**config.mk**
```make
export PLATFORM = sky130hd
export DESIGN_NAME = esq_ctrl
export DESIGN_NICKNAME = d
export VERILOG_FILES = /design/src/hw/rtl/esq_pkg.sv /design/src/hw/rtl/esq_ctrl.sv
export SDC_FILE = /design/constraint.sdc
export NUM_CORES = 1
export LEC_CHECK = 0
export ABC_AREA = 1
export BUFFER_PORTS_ARGS = -buffer_cell sky130_fd_sc_hd__buf_2
export CORE_AREA = 4 4 41 43
export DETAILED_ROUTE_END_ITERATION = 16
export DIE_AREA = 0 0 45 47
export SLEW_MARGIN = 5
export SYNTH_ARGS = -nofsm -noshare
export SYNTH_HDL_FRONTEND = slang
export SYNTH_SLANG_ARGS = --single-unit
```
**constraint.sdc**
```tcl
create_clock -name aclk -period 1.15 [get_ports aclk]
set_clock_uncertainty 0.05 [all_clocks]
set_input_delay 0.1725 -clock aclk [delete_from_list [all_inputs] [get_ports aclk]]
set_output_delay 0.1725 -clock aclk [all_outputs]
set_load 0.05 [all_outputs]
```
**src/hw/rtl/esq_pkg.sv**
```systemverilog
// esq_pkg: shared types and constants for the event scheduler queue
// no dependencies; imported by esq_ctrl, esq_datapath, event_scheduler_queue and event_scheduler_queue_test
package esq_pkg;
    localparam int NUM_KINDS  = 16;
    localparam int CYCLE_BITS = 31;
    localparam int KIND_W     = $clog2(NUM_KINDS);
    localparam int SCAN_W     = $clog2(NUM_KINDS + 1);

    typedef logic [CYCLE_BITS-1:0] cycle_t;

    typedef enum logic [2:0] {
        REQ_INSERT = 3'd0,
        REQ_REMOVE = 3'd1,
        REQ_POLL   = 3'd2,
        REQ_QUERY  = 3'd3,
        REQ_SETBK  = 3'd4
    } req_t;

    typedef enum logic [2:0] {
        ST_IDLE,
        ST_EXEC,
        ST_SCAN,
        ST_FIRE,
        ST_OUT
    } state_t;

    typedef struct packed {
        logic load;     // capture request
        logic exec;     // non-poll ops, including set-back
        logic scan;     // one poll comparison step
        logic scan_clr; // start scan
        logic fire;     // finish poll
        logic out_load; // present result
    } cmd_t;

    typedef struct packed {
        logic is_poll;
        logic scan_done;
    } stat_t;
endpackage

```
**src/hw/rtl/esq_ctrl.sv**
```systemverilog
// esq_ctrl: request sequencer for the event scheduler queue
// depends on esq_pkg
module esq_ctrl (
    input  logic           aclk,
    input  logic           aresetn,
    input  logic           in_fire,
    input  logic           out_free,
    input  esq_pkg::stat_t stat,
    output esq_pkg::cmd_t  cmd,
    output logic           busy
);
    import esq_pkg::*;

    state_t state_reg, state_next;

    always_ff @(posedge aclk) begin
        if (!aresetn) begin
            state_reg <= ST_IDLE;
        end else begin
            state_reg <= state_next;
        end
    end

    always_comb begin
        state_next = state_reg;
        cmd = '0;
        busy = 1'b1;
        case (state_reg)
            ST_IDLE: begin
                busy = 1'b0;
                if (in_fire) begin
                    cmd.load = 1'b1;
                    state_next = ST_EXEC;
                end
            end
            ST_EXEC: begin
                if (stat.is_poll) begin
                    cmd.scan_clr = 1'b1;
                    state_next = ST_SCAN;
                end else begin
                    cmd.exec = 1'b1;
                    state_next = ST_OUT;
                end
            end
            ST_SCAN: begin
                cmd.scan = 1'b1;
                if (stat.scan_done) state_next = ST_FIRE;
            end
            ST_FIRE: begin
                cmd.fire = 1'b1;
                state_next = ST_OUT;
            end
            ST_OUT: begin
                if (out_free) begin
                    cmd.out_load = 1'b1;
                    state_next = ST_IDLE;
                end
            end
            default: state_next = ST_IDLE;
        endcase
    end
endmodule

```
---- Word level (Yosys, flattened, before mapping) ----
Index checks and enable logic that the tools add are counted.
cells by class
  muxes and demuxes ....................... 16
  equality and inequality tests ........... 7
  reduce and logical (&&, ||, !) cells .... 2
operators with widths
  kind                                                             number
  3-bit one-hot mux with 5 select lines                            1
  3-bit 2-to-1 mux                                                 4
  1-bit 2-to-1 mux                                                 11
  3-bit by 2-bit == test with 1-bit output, second input constant  2
  2-bit != test, second input constant                             3
  3-bit by 1-bit == test with 1-bit output, second input constant  1
  3-bit == test, second input constant                             1
  3-bit logical NOT                                                1
  3-bit AND reduction                                              1
storage, ports and cells
  flip-flop bits (word level) ............. 3
  input bits .............................. 6
  logic and storage cells ................. 26

---- Logic depth before layout (Yosys ltp) ----
  depth in word-level cells ............... 3
  mapped depth ............................ 4

---- Worst setup path after synthesis ----
Ideal clock, no wire load.
  kind .................................... register to output
  start ................................... reg state_reg[2]
  end ..................................... out cmd[5] in the netlist's numbering
  arrival ................................. 1.592 ns
  slack ................................... -0.665 ns
  required time ........................... 0.928 ns
  cell stages (with the launch flop) ...... 4
  cells stage by stage .................... dfxtp_1 nor2_2 nand2_1 nor2_1
RTL lines
  element                   line            text
  start: declaration        esq_ctrl.sv:14  state_t state_reg, state_next;
  start signal: assignment  esq_ctrl.sv:20  state_reg <= state_next;
  end: declaration          esq_ctrl.sv:9   output esq_pkg::cmd_t cmd,

==> results.toml <==
[critical_path]
reg2reg_depth = 8
arrival_ns = 1.13
regToRegEndpoint = "state_reg[0]$_SDFFE_PN0P_"
worstPathMaxFanout = 5
critical_path.most_common_cell = "nor2_4"
cp-end-kind = "output port"
cp_slowest_cell = "dfxtp_4"
cp.required_ns = 0.93
timing.rr.start = "state_reg[2]$_SDFFE_PN0P_"
cp_cell_sequence = "buf_12 > nor2_4 > nand2_4 > nor2_4 > buf_8"
path_class = "reg2out"
start_kind = "flop"
slowest_delay_ns = 0.35
r2r_slack_ns = -0.11

[routing]
ant_nets = 0
first_iter_violations = 15
viasPerCell = 4.06
wire_per_inst_um = 8.67
vias = 292
routed_wirelength_um = 624
route.detailed.drc = 0
dr.pass1.iters = 4

[power]
leakagePower_nw = 0.238
total_power_mw = 0.730
vdd_ir_drop_max_mv = 0.488
pwr_density_cell_nw_per_um2 = 1400

[synth]
yosysWarnings = 0
seq_area_frac_synth = 0.310
synth_top_area_share = 0.310
ys_top_cells_by_area = "dfxtp_1 31%, inv_1 14%, nor2_1 14%, nor3_2 10%, nand3_1 7.7%"
synth_area_um2 = 194
syn_nets = 37
yosys_register_bits = 3
synthCells = 31
synthDistinctLibCells = 12
avgSynthCellArea_um2 = 6.26
synth_top_area_cell = "dfxtp_1"

[layout]
area_growth_pct = 170
drive_gt1_frac = 0.702
seq_area_um2 = 71.3
n_fill_cell = 144
num_antenna_cells = 0
final_nets = 64
largest_reg_flops = 3
design_area_um2 = 523
multiInputGateArea_um2 = 170
layout_common_cells = "8 x buf_4, 7 x buf_6, 5 x inv_1, 5 x nor2_4, 5 x buf_2"
final_common_cell = "buf_4"

[hold_path]
hold_class = "in2reg"
hold_end = "state_reg[0]$_SDFFE_PN0P_"
holdPathStages = 3
hold_start = "aresetn"

[floorplan]
die_w_um = 45
rows = 13
die_h_um = 47
start_util = 0.149
pin_count = 13
dieArea_um2 = 2120
coreArea_um2 = 1300

[placement]
dpl_cell_area_um2 = 399
portBuffers = 12
place.gp.congestion = 0.711
dp_hpwl_um = 489

[grt]
antenna_found_initial = 0
grt_util_all_layers = 0.0727
grt_pass1_wl_um = 986
grt_max_degree = 7
grt_pass1_vias = 248
gr-total-overflow = 0

[clocking]
cts_max_level = 1
cts.hold.buffers_added = 0
cts_buffers = 3
clk_pin_slew_worst_paths_ns = 0.04
cts_tree = "yes"
cts_buffer_depth = 2
clock_sinks = 3
clk_latency_ns = 0.23
clockRootBuffer = "clkbuf_4"

[flow_run]
cap_violations = 0

[sta]
slew_violations = 0
grt_setup_unrepaired = "yes"
finalSetupViolCount = 8
hold_viol = 0
slew_headroom = 0.892
period_needed_ns = 1.35
fin_crit_sh = 1.18
worst_slew_pin_slew_ns = 0.161
setup_tns_ns = -1.30
setup_ws_ns = -0.205
clock.fmax_mhz = 738

[status]
violations = "setup timing"
status = "finished with violations"
how the worst max path moves through the flow:
stage | from | endpoint | slack (ns) | depth (start not counted)
after CTS | state_reg[2]$_SDFFE_PN0P_ | cmd[5] | -0.23 | 5
final | state_reg[2]$_SDFFE_PN0P_ | cmd[5] | -0.20 | 5
after detailed placement | state_reg[0]$_SDFFE_PN0P_ | cmd[2] | -0.07 | 5
after global routing | state_reg[2]$_SDFFE_PN0P_ | cmd[5] | -0.25 | 5
after floorplan | state_reg[2]$_SDFFE_PN0P_ | cmd[2] | -0.03 | 3
after global placement | state_reg[0]$_SDFFE_PN0P_ | cmd[2] | -0.06 | 5
critical path, delay by kind of cell (launching register included):
kind / cells / cell delay [ns]
flip-flops: 1 / 0.35
AND/OR/NAND/NOR: 3 / 0.27
buffers and inverters: 2 / 0.28
through the flow:
step | std cells | utilization | hold WS (ns) | worst slack, ns
finish | 72 | 0.402 | 0.149 | -0.205
global route | 72 | 0.402 | 0.154 | -0.245
CTS | 71 | 0.391 | 0.139 | -0.227
detailed placement | 64 | 0.307 | 0.383 | -0.0741
global placement | 64 | 0.307 | 0.374 | -0.0598
floorplan | 31 | - | 0.264 | -0.0282
metal layers:
metal,routed length [um],vias to the layer above,track usage
li1,-,151,-
met1,266,127,0.0705
met2,304,14,0.105
met3,53,0,0.0575
met4,0,0,0.0526
met5,0,-,0
power breakdown:
part / switching [mW] / internal (mW) / leakage (nW)
Sequential: 0.0229 / 0.119 / 0.0267
Clock: 0.0531 / 0.130 / 0.0150
Combinational: 0.228 / 0.177 / 0.196
Total: 0.304 / 0.426 / 0.238
Yosys cell counts:
library cell / instances
a21oi_1: 2
dfxtp_1: 3
inv_1: 7
inv_2: 1
nand2_1: 1
nand3_1: 3
nand4_1: 2
nor2_1: 7
nor2_2: 1
nor3_1: 1
nor3_2: 2
o21ai_1: 1
logic make-up (layout without fill, tap and decap cells):
family                 Yosys count  in the layout  synth area share
AND/OR/NAND/NOR                 17             17             0.458
buffers and inverters            8             34             0.155
AO/OA/AOI/OAI                    3              3            0.0774
flip-flops                       3              3             0.310
final cells by class:
class | count | area share
repair buffers | 22 | 0.380
multi-input cells | 20 | 0.325
flip-flops and latches | 3 | 0.136
inverters | 8 | 0.0718
clock buffers | 4 | 0.0502
well taps | 15 | 0.0359
what timing repair did:
item / in CTS / in global routing
setup buffers: 3 / 1
endpoints found under the setup margin: 7 / 9
pin swaps: 4 / 1
resized for setup: 19 / 3
(Power assumes the default switching activity.)
